### config.mk
export PLATFORM = sky130hd
export DESIGN_NAME = gost_rkmem
export DESIGN_NICKNAME = d
export VERILOG_FILES = /design/src/hw/rtl/gost_pkg.sv /design/src/hw/rtl/gost_top_dummy_unused.sv
export SDC_FILE = /design/constraint.sdc
export NUM_CORES = 1
export LEC_CHECK = 0
export ABC_CLOCK_PERIOD_IN_PS = 17250
export BUFFER_PORTS_ARGS = -buffer_cell sky130_fd_sc_hd__buf_2
export CAP_MARGIN = 20
export CORE_MARGIN = 2
export CORE_UTILIZATION = 60
export DETAILED_ROUTE_END_ITERATION = 8
export HOLD_SLACK_MARGIN = 0.1
export PLACE_DENSITY = 0.78
export SETUP_SLACK_MARGIN = 0.05
export SYNTH_ARGS = -nofsm -noshare
export SYNTH_HDL_FRONTEND = slang
export SYNTH_SLANG_ARGS = --single-unit
### constraint.sdc
create_clock -name clk -period 17.25 [get_ports clk]
set_input_delay 4.3125 -clock clk [delete_from_list [all_inputs] [get_ports clk]]
set_output_delay 4.3125 -clock clk [all_outputs]
set_load 0.005 [all_outputs]
### src/hw/rtl/gost_pkg.sv
// shared types, tables and round functions of the gost block cipher
package gost_pkg;

	localparam int unsigned BlkW = 128;
	localparam int unsigned KeyW = 64;
	localparam int unsigned CfgIdxW = 2;
	localparam int unsigned NumRounds = 10;
	localparam int unsigned NumSteps = 32;

	typedef logic [BlkW-1:0] blk_t;
	typedef logic [7:0] byte_t;
	typedef logic [NumSteps-1:0][BlkW-1:0] ks_tab_t;

	typedef enum logic [CfgIdxW-1:0] {
		REG_KEY0 = 2'd0,
		REG_KEY1 = 2'd1,
		REG_KEY2 = 2'd2,
		REG_KEY3 = 2'd3
	} reg_idx_t;

	typedef enum logic {
		OP_ENC = 1'b0,
		OP_DEC = 1'b1
	} op_t;

	localparam byte_t SBOX [256] = '{
		8'hFC,8'hEE,8'hDD,8'h11,8'hCF,8'h6E,8'h31,8'h16,8'hFB,8'hC4,8'hFA,8'hDA,8'h23,8'hC5,8'h04,8'h4D,
		8'hE9,8'h77,8'hF0,8'hDB,8'h93,8'h2E,8'h99,8'hBA,8'h17,8'h36,8'hF1,8'hBB,8'h14,8'hCD,8'h5F,8'hC1,
		8'hF9,8'h18,8'h65,8'h5A,8'hE2,8'h5C,8'hEF,8'h21,8'h81,8'h1C,8'h3C,8'h42,8'h8B,8'h01,8'h8E,8'h4F,
		8'h05,8'h84,8'h02,8'hAE,8'hE3,8'h6A,8'h8F,8'hA0,8'h06,8'h0B,8'hED,8'h98,8'h7F,8'hD4,8'hD3,8'h1F,
		8'hEB,8'h34,8'h2C,8'h51,8'hEA,8'hC8,8'h48,8'hAB,8'hF2,8'h2A,8'h68,8'hA2,8'hFD,8'h3A,8'hCE,8'hCC,
		8'hB5,8'h70,8'h0E,8'h56,8'h08,8'h0C,8'h76,8'h12,8'hBF,8'h72,8'h13,8'h47,8'h9C,8'hB7,8'h5D,8'h87,
		8'h15,8'hA1,8'h96,8'h29,8'h10,8'h7B,8'h9A,8'hC7,8'hF3,8'h91,8'h78,8'h6F,8'h9D,8'h9E,8'hB2,8'hB1,
		8'h32,8'h75,8'h19,8'h3D,8'hFF,8'h35,8'h8A,8'h7E,8'h6D,8'h54,8'hC6,8'h80,8'hC3,8'hBD,8'h0D,8'h57,
		8'hDF,8'hF5,8'h24,8'hA9,8'h3E,8'hA8,8'h43,8'hC9,8'hD7,8'h79,8'hD6,8'hF6,8'h7C,8'h22,8'hB9,8'h03,
		8'hE0,8'h0F,8'hEC,8'hDE,8'h7A,8'h94,8'hB0,8'hBC,8'hDC,8'hE8,8'h28,8'h50,8'h4E,8'h33,8'h0A,8'h4A,
		8'hA7,8'h97,8'h60,8'h73,8'h1E,8'h00,8'h62,8'h44,8'h1A,8'hB8,8'h38,8'h82,8'h64,8'h9F,8'h26,8'h41,
		8'hAD,8'h45,8'h46,8'h92,8'h27,8'h5E,8'h55,8'h2F,8'h8C,8'hA3,8'hA5,8'h7D,8'h69,8'hD5,8'h95,8'h3B,
		8'h07,8'h58,8'hB3,8'h40,8'h86,8'hAC,8'h1D,8'hF7,8'h30,8'h37,8'h6B,8'hE4,8'h88,8'hD9,8'hE7,8'h89,
		8'hE1,8'h1B,8'h83,8'h49,8'h4C,8'h3F,8'hF8,8'hFE,8'h8D,8'h53,8'hAA,8'h90,8'hCA,8'hD8,8'h85,8'h61,
		8'h20,8'h71,8'h67,8'hA4,8'h2D,8'h2B,8'h09,8'h5B,8'hCB,8'h9B,8'h25,8'hD0,8'hBE,8'hE5,8'h6C,8'h52,
		8'h59,8'hA6,8'h74,8'hD2,8'hE6,8'hF4,8'hB4,8'hC0,8'hD1,8'h66,8'hAF,8'hC2,8'h39,8'h4B,8'h63,8'hB6
	};

	localparam byte_t SBOX_INV [256] = '{
		8'hA5,8'h2D,8'h32,8'h8F,8'h0E,8'h30,8'h38,8'hC0,8'h54,8'hE6,8'h9E,8'h39,8'h55,8'h7E,8'h52,8'h91,
		8'h64,8'h03,8'h57,8'h5A,8'h1C,8'h60,8'h07,8'h18,8'h21,8'h72,8'hA8,8'hD1,8'h29,8'hC6,8'hA4,8'h3F,
		8'hE0,8'h27,8'h8D,8'h0C,8'h82,8'hEA,8'hAE,8'hB4,8'h9A,8'h63,8'h49,8'hE5,8'h42,8'hE4,8'h15,8'hB7,
		8'hC8,8'h06,8'h70,8'h9D,8'h41,8'h75,8'h19,8'hC9,8'hAA,8'hFC,8'h4D,8'hBF,8'h2A,8'h73,8'h84,8'hD5,
		8'hC3,8'hAF,8'h2B,8'h86,8'hA7,8'hB1,8'hB2,8'h5B,8'h46,8'hD3,8'h9F,8'hFD,8'hD4,8'h0F,8'h9C,8'h2F,
		8'h9B,8'h43,8'hEF,8'hD9,8'h79,8'hB6,8'h53,8'h7F,8'hC1,8'hF0,8'h23,8'hE7,8'h25,8'h5E,8'hB5,8'h1E,
		8'hA2,8'hDF,8'hA6,8'hFE,8'hAC,8'h22,8'hF9,8'hE2,8'h4A,8'hBC,8'h35,8'hCA,8'hEE,8'h78,8'h05,8'h6B,
		8'h51,8'hE1,8'h59,8'hA3,8'hF2,8'h71,8'h56,8'h11,8'h6A,8'h89,8'h94,8'h65,8'h8C,8'hBB,8'h77,8'h3C,
		8'h7B,8'h28,8'hAB,8'hD2,8'h31,8'hDE,8'hC4,8'h5F,8'hCC,8'hCF,8'h76,8'h2C,8'hB8,8'hD8,8'h2E,8'h36,
		8'hDB,8'h69,8'hB3,8'h14,8'h95,8'hBE,8'h62,8'hA1,8'h3B,8'h16,8'h66,8'hE9,8'h5C,8'h6C,8'h6D,8'hAD,
		8'h37,8'h61,8'h4B,8'hB9,8'hE3,8'hBA,8'hF1,8'hA0,8'h85,8'h83,8'hDA,8'h47,8'hC5,8'hB0,8'h33,8'hFA,
		8'h96,8'h6F,8'h6E,8'hC2,8'hF6,8'h50,8'hFF,8'h5D,8'hA9,8'h8E,8'h17,8'h1B,8'h97,8'h7D,8'hEC,8'h58,
		8'hF7,8'h1F,8'hFB,8'h7C,8'h09,8'h0D,8'h7A,8'h67,8'h45,8'h87,8'hDC,8'hE8,8'h4F,8'h1D,8'h4E,8'h04,
		8'hEB,8'hF8,8'hF3,8'h3E,8'h3D,8'hBD,8'h8A,8'h88,8'hDD,8'hCD,8'h0B,8'h13,8'h98,8'h02,8'h93,8'h80,
		8'h90,8'hD0,8'h24,8'h34,8'hCB,8'hED,8'hF4,8'hCE,8'h99,8'h10,8'h44,8'h40,8'h92,8'h3A,8'h01,8'h26,
		8'h12,8'h1A,8'h48,8'h68,8'hF5,8'h81,8'h8B,8'hC7,8'hD6,8'h20,8'h0A,8'h08,8'h00,8'h4C,8'hD7,8'h74
	};

	localparam byte_t LIN_COEF [16] = '{
		8'h94,8'h20,8'h85,8'h10,8'hC2,8'hC0,8'h01,8'hFB,
		8'h01,8'hC0,8'hC2,8'h10,8'h85,8'h20,8'h94,8'h01
	};

	function automatic byte_t gf_mul(input byte_t a, input byte_t b);
		byte_t acc;
		byte_t x;
		acc = '0;
		x = a;
		for (int n = 0; n < 8; n++) begin
			if (b[n]) acc = acc ^ x;
			x = {x[6:0], 1'b0} ^ (x[7] ? 8'hC3 : 8'h00);
		end
		return acc;
	endfunction

	function automatic blk_t lin_fwd(input blk_t d);
		byte_t v [16];
		byte_t acc;
		blk_t r;
		for (int k = 0; k < 16; k++) v[k] = d[8*k +: 8];
		for (int s = 0; s < 16; s++) begin
			acc = v[15];
			for (int i = 14; i >= 0; i--) begin
				v[i+1] = v[i];
				acc = acc ^ gf_mul(v[i], LIN_COEF[i]);
			end
			v[0] = acc;
		end
		for (int k = 0; k < 16; k++) r[8*k +: 8] = v[k];
		return r;
	endfunction

	function automatic blk_t lin_inv(input blk_t d);
		byte_t v [16];
		byte_t acc;
		blk_t r;
		for (int k = 0; k < 16; k++) v[k] = d[8*k +: 8];
		for (int s = 0; s < 16; s++) begin
			acc = v[0];
			for (int i = 0; i < 15; i++) begin
				v[i] = v[i+1];
				acc = acc ^ gf_mul(v[i], LIN_COEF[i]);
			end
			v[15] = acc;
		end
		for (int k = 0; k < 16; k++) r[8*k +: 8] = v[k];
		return r;
	endfunction

	function automatic blk_t sub_fwd(input blk_t d);
		blk_t r;
		for (int k = 0; k < 16; k++) r[8*k +: 8] = SBOX[d[8*k +: 8]];
		return r;
	endfunction

	function automatic blk_t sub_inv(input blk_t d);
		blk_t r;
		for (int k = 0; k < 16; k++) r[8*k +: 8] = SBOX_INV[d[8*k +: 8]];
		return r;
	endfunction

	// key schedule constants: entry i is L of byte 15 set to step i+1
	function automatic ks_tab_t make_ks_tab();
		ks_tab_t t;
		for (int i = 0; i < NumSteps; i++) t[i] = lin_fwd({8'(i + 1), 120'd0});
		return t;
	endfunction

	localparam ks_tab_t KS_CONST = make_ks_tab();

endpackage

### src/hw/rtl/gost_top_dummy_unused.sv
// key schedule round-key store
module gost_rkmem (
	input logic clk,
	input logic we,
	input logic [3:0] waddr,
	input gost_pkg::blk_t wdata,
	input logic [3:0] raddr,
	output gost_pkg::blk_t rdata
);
	import gost_pkg::*;
	blk_t mem [NumRounds];
	always_ff @(posedge clk) begin
		if (we) mem[waddr] <= wdata;
	end
	always_comb rdata = mem[raddr];
endmodule

# Yosys cells after proc, flatten, opt, wreduce, memory -nomap -nowiden
# Memory sizes are Yosys's and may differ from the RTL's.
# Cells that the tools add are included.
[classes] addsub=0 multipliers=0 n_div=0 magnitude_cmp=0 n_eq_ne=0 shifts=0 muxes=2 n_bitwise=0 reduce_logical=0
[ops] operator="two-way mux 1 bit" count=2
[word_totals] reg_bits=0 latchBits=0 ramBits=1280 rom_bits=0 in_bits=138 out_inout_bits=128 n_memories=1
[memory_table] name="mem" words=10 width=128 read_ports=1 rd_ports_with_merged_regs=0 write_ports=1 line_no="gost_top_dummy_unused.sv:11" source="blk_t mem [NumRounds];"

# Longest topological paths before layout
[depth] depth_word=2 ltp_mapped=6

# Least setup slack after synthesis
# No wires, ideal clock.
[synth_path] path_kind="in2reg" start="input waddr[2]" end="memory mem[0][0] (netlist name), enable pin" setup_ns=0.774 arrival_time_ns=13.467 t_required_ns=16.476 slack_ns=3.009 stages=2 n_path_buf=0 path_cell_list="or3b_2 > nor3_1"
[synth_lines] element="start, declared" line_no="gost_top_dummy_unused.sv:5" source="input logic [3:0] waddr,"
[synth_lines] element="end, declared" line_no="gost_top_dummy_unused.sv:11"
# Straight into the memory's write port.

# Worst setup path after layout
[layout_path] start="input raddr[0]" end="output rdata[9]"
[layout_via] elab_chain_len=1
[layout_rtl] element="start, declared" line_no="gost_top_dummy_unused.sv:7" source="input logic [3:0] raddr,"
[layout_rtl] element="memory (10 x 128 bit)"
[layout_rtl] element="end, declared" line_no="gost_top_dummy_unused.sv:8" source="output gost_pkg::blk_t rdata"
# No other way between the ends.

==> out/qor.txt <==
Initial Utilization: 60.76%
Clock power frac: 39.7%
Worst Hold Class: primary input to register
Syn Inst Count: 2607
residual DRC count: 0
CP Launch Type: primary input
synth warn: 0
DR iter-0 viols: 1846
Max Root-Sink Buffers: 3
final worst setup slack: 5.232 ns
total I/O pin count: 266
Comb pwr share: 5.6%
Yosys top cell area share: 76.79%
syn_nets: 2745
Post-synth EDFFs: 1280
multiplexer share of the synthesized area: 13.76%
placed insts: 3821
largest net degree at the start of global routing: 168
synthesized area: 50050 sq um
Flop pwr share: 54.7%
main combinational cell family by area after synthesis: multiplexers
fin crit period: 12.02 ns
endpoints failing setup: 0
Synth area leaders: edfxtp_1 77%, mux2_2 8.1%, mux2i_1 5.1%
H-tree Lvls: 3
Pleak: 19.10 nW
Top Registers: mem: 1280 flops
layout cells sized above 1: 31.08%
Period Utilization, post-route: 69.67%
Synth area leader: edfxtp_1
ys flop type: edfxtp_1
Area growth syn-to-layout: 12.30%
Power Density: 113.9 nW/um^2
Final Hold Violating Endpoints: 0
switching share of power: 20.59%
slew margin rel.: 15.45%
Crit path required time: 12.94 ns
global-route wire length before repair: 157400 microns
setup TNS: 0 ns
CTS resizes: 0
number of global-route vias before repair: 25600
Post-Synth Adder-Cell Area: 0%
Final Max Tran Viols: 0
Crit Path Max Fanout: 167
Final ANT Viol Nets: 0
CTS tree: done
overall die height: 292.8 microns
Via density: 6.204
Core Region: 82370 sq um
HPWL Detailed: 51590 microns
Largest register FFs: 1280
sw power: 0.001318 W
detailed-route wire length: 106600 microns
gpl congestion: 0.7428
maxcap violations: 0
Synth Area in Compound Gates: 6.549%
cts hold-fix bufs: 0
clock buffer count from CTS: 121
outcome: completed
gr ovfl total: 0
fin cells: 4057
all-layer global routing usage: 24.68%
row count: 105
Die W: 292.8 microns
hold slack: 3.932 ns
post-synthesis simple-gate area fraction: 1.162%
Setup Fix Bufs, Post-CTS: 0
P_int: 0.005084 W
fraction of the yosys area taken by sequential cells: 76.79%
maximum vdd drop: 95.27 uV
die area: 85750 sq um
slowest stage delay, CP: 0.70 ns
DR WL/cell: 26.28 microns
Post-synth ARST share: 0%
via count: 25170
Setup crit end kind: output port
Pre-antenna DRT Iters: 5
dpl ws: 5.350 ns
nets@finish: 3012
Max Freq: 83.21 MHz
Root Driver: clkbuf_16
FF+latch count, synth: 1280
clk sink count: 1280
largest register by flop count: mem
XOR/XNOR share of the synthesized area: 0%
Unique masters post-synth: 21
RSZ-0062 raised after global routing: false
worst path cell trace: buf_8 -> buf_12 -> buf_4 -> mux2_2 -> o22ai_1 -> o31ai_2 -> buf_2
CP max stage cell: buf_4
critical path arrival: 7.71 ns
initial antenna violation count: 28
Worst Tran Pin Value: 1.268 ns
clock-pin slew on the worst setup and hold paths: 0.06 ns
Syn Area/Cell: 19.20 sq um
Crit Path Class: primary input to output port
# port buffers: 265
[critical path, delay by kind of cell]
family          cells  cell delay, ns
mux                 1            0.41
compound gates      2            0.30
buf+inv             4            2.14
[through the flow]
stage / power (W) / cell area (sq um) / util, %
2_1_floorplan: 0.003789 / 50050 / -
3_3_place_gp: 0.003912 / 52340 / 63.54
3_5_place_dp: 0.003929 / 52360 / 63.56
4_1_cts: 0.006442 / 56180 / 68.20
5_1_grt: 0.006593 / 56200 / 68.23
6_report: 0.006402 / 56210 / 68.24
[synthesized netlist by cell type (2+ instances only)]
| cell type | instances |
|---|---|
| nand3b_1 | 2 |
| o31ai_1 | 49 |
| nor2_1 | 8 |
| buf_2 | 35 |
| buf_4 | 24 |
| buf_8 | 5 |
| nor3_1 | 3 |
| o22ai_1 | 128 |
| mux2_2 | 359 |
| clkbuf_1 | 65 |
| nand2_1 | 130 |
| a22o_1 | 128 |
| buf_6 | 13 |
| edfxtp_1 | 1280 |
| nand2b_1 | 3 |
| buf_1 | 13 |
| mux2_1 | 25 |
| o31ai_2 | 79 |
| mux2i_1 | 256 |
[final cells by class]
type / instances / area, sq um
fill: 5154 / 26160
clock inverter: 80 / 640.6
sequential: 1280 / 38440
antenna: 11 / 27.53
multi-input combinational: 1172 / 10840
timing repair buffer: 299 / 1739
tap: 1070 / 1339
clock buffer: 145 / 3182
[layout by cell type, fill, tap and decap left out, drive strengths merged]
master and instances:
a22o 128, buf 299, bufinv 10, clkbuf 145, clkinv 65, clkinvlp 4
diode 11, edfxtp 1280, inv 1, mux2 384, mux2i 256, nand2 130
nand2b 3, nand3b 2, nor2 8, nor2b 1, nor3 3, o22ai 128
o31ai 128, or3b 1
[metal layers]
| metal | vias up | global-route usage [%] | wire (microns) |
|---|---|---|---|
| li1 | 11100 | - | - |
| met1 | 13020 | 33.15 | 43790 |
| met2 | 823 | 40.86 | 52750 |
| met3 | 188 | 5.456 | 7485 |
| met4 | 38 | 7.330 | 2355 |
| met5 | - | 0 | 248 |
[power groups by stage]
stage / Sequential (W) / Clock (W) / Combinational (W)
6_report: 0.00350 / 0.00254 / 0.000361
5_1_grt: 0.00350 / 0.00270 / 0.000388
4_1_cts: 0.00350 / 0.00258 / 0.000364
3_5_place_dp: 0.00357 / 0 / 0.000362
3_3_place_gp: 0.00356 / 0 / 0.000350
2_1_floorplan: 0.00357 / 0 / 0.000217
[kinds of logic (layout without fill, tap and decap cells)]
group | after synthesis | in the layout
buffers and inverters | 155 | 524
flip-flops | 1280 | 1280
multiplexers | 640 | 640
other | 0 | 11
AO/OA/AOI/OAI | 384 | 384
AND/OR/NAND/NOR | 148 | 148
[final timing paths]
path / startpoint / end / slack (ns) / cells past startpoint
min: wdata[6] / mem[1][6]$_DFFE_PP_ / 3.93 / 1
max: raddr[0] / rdata[9] / 5.23 / 7
(Power assumes the default switching activity.)
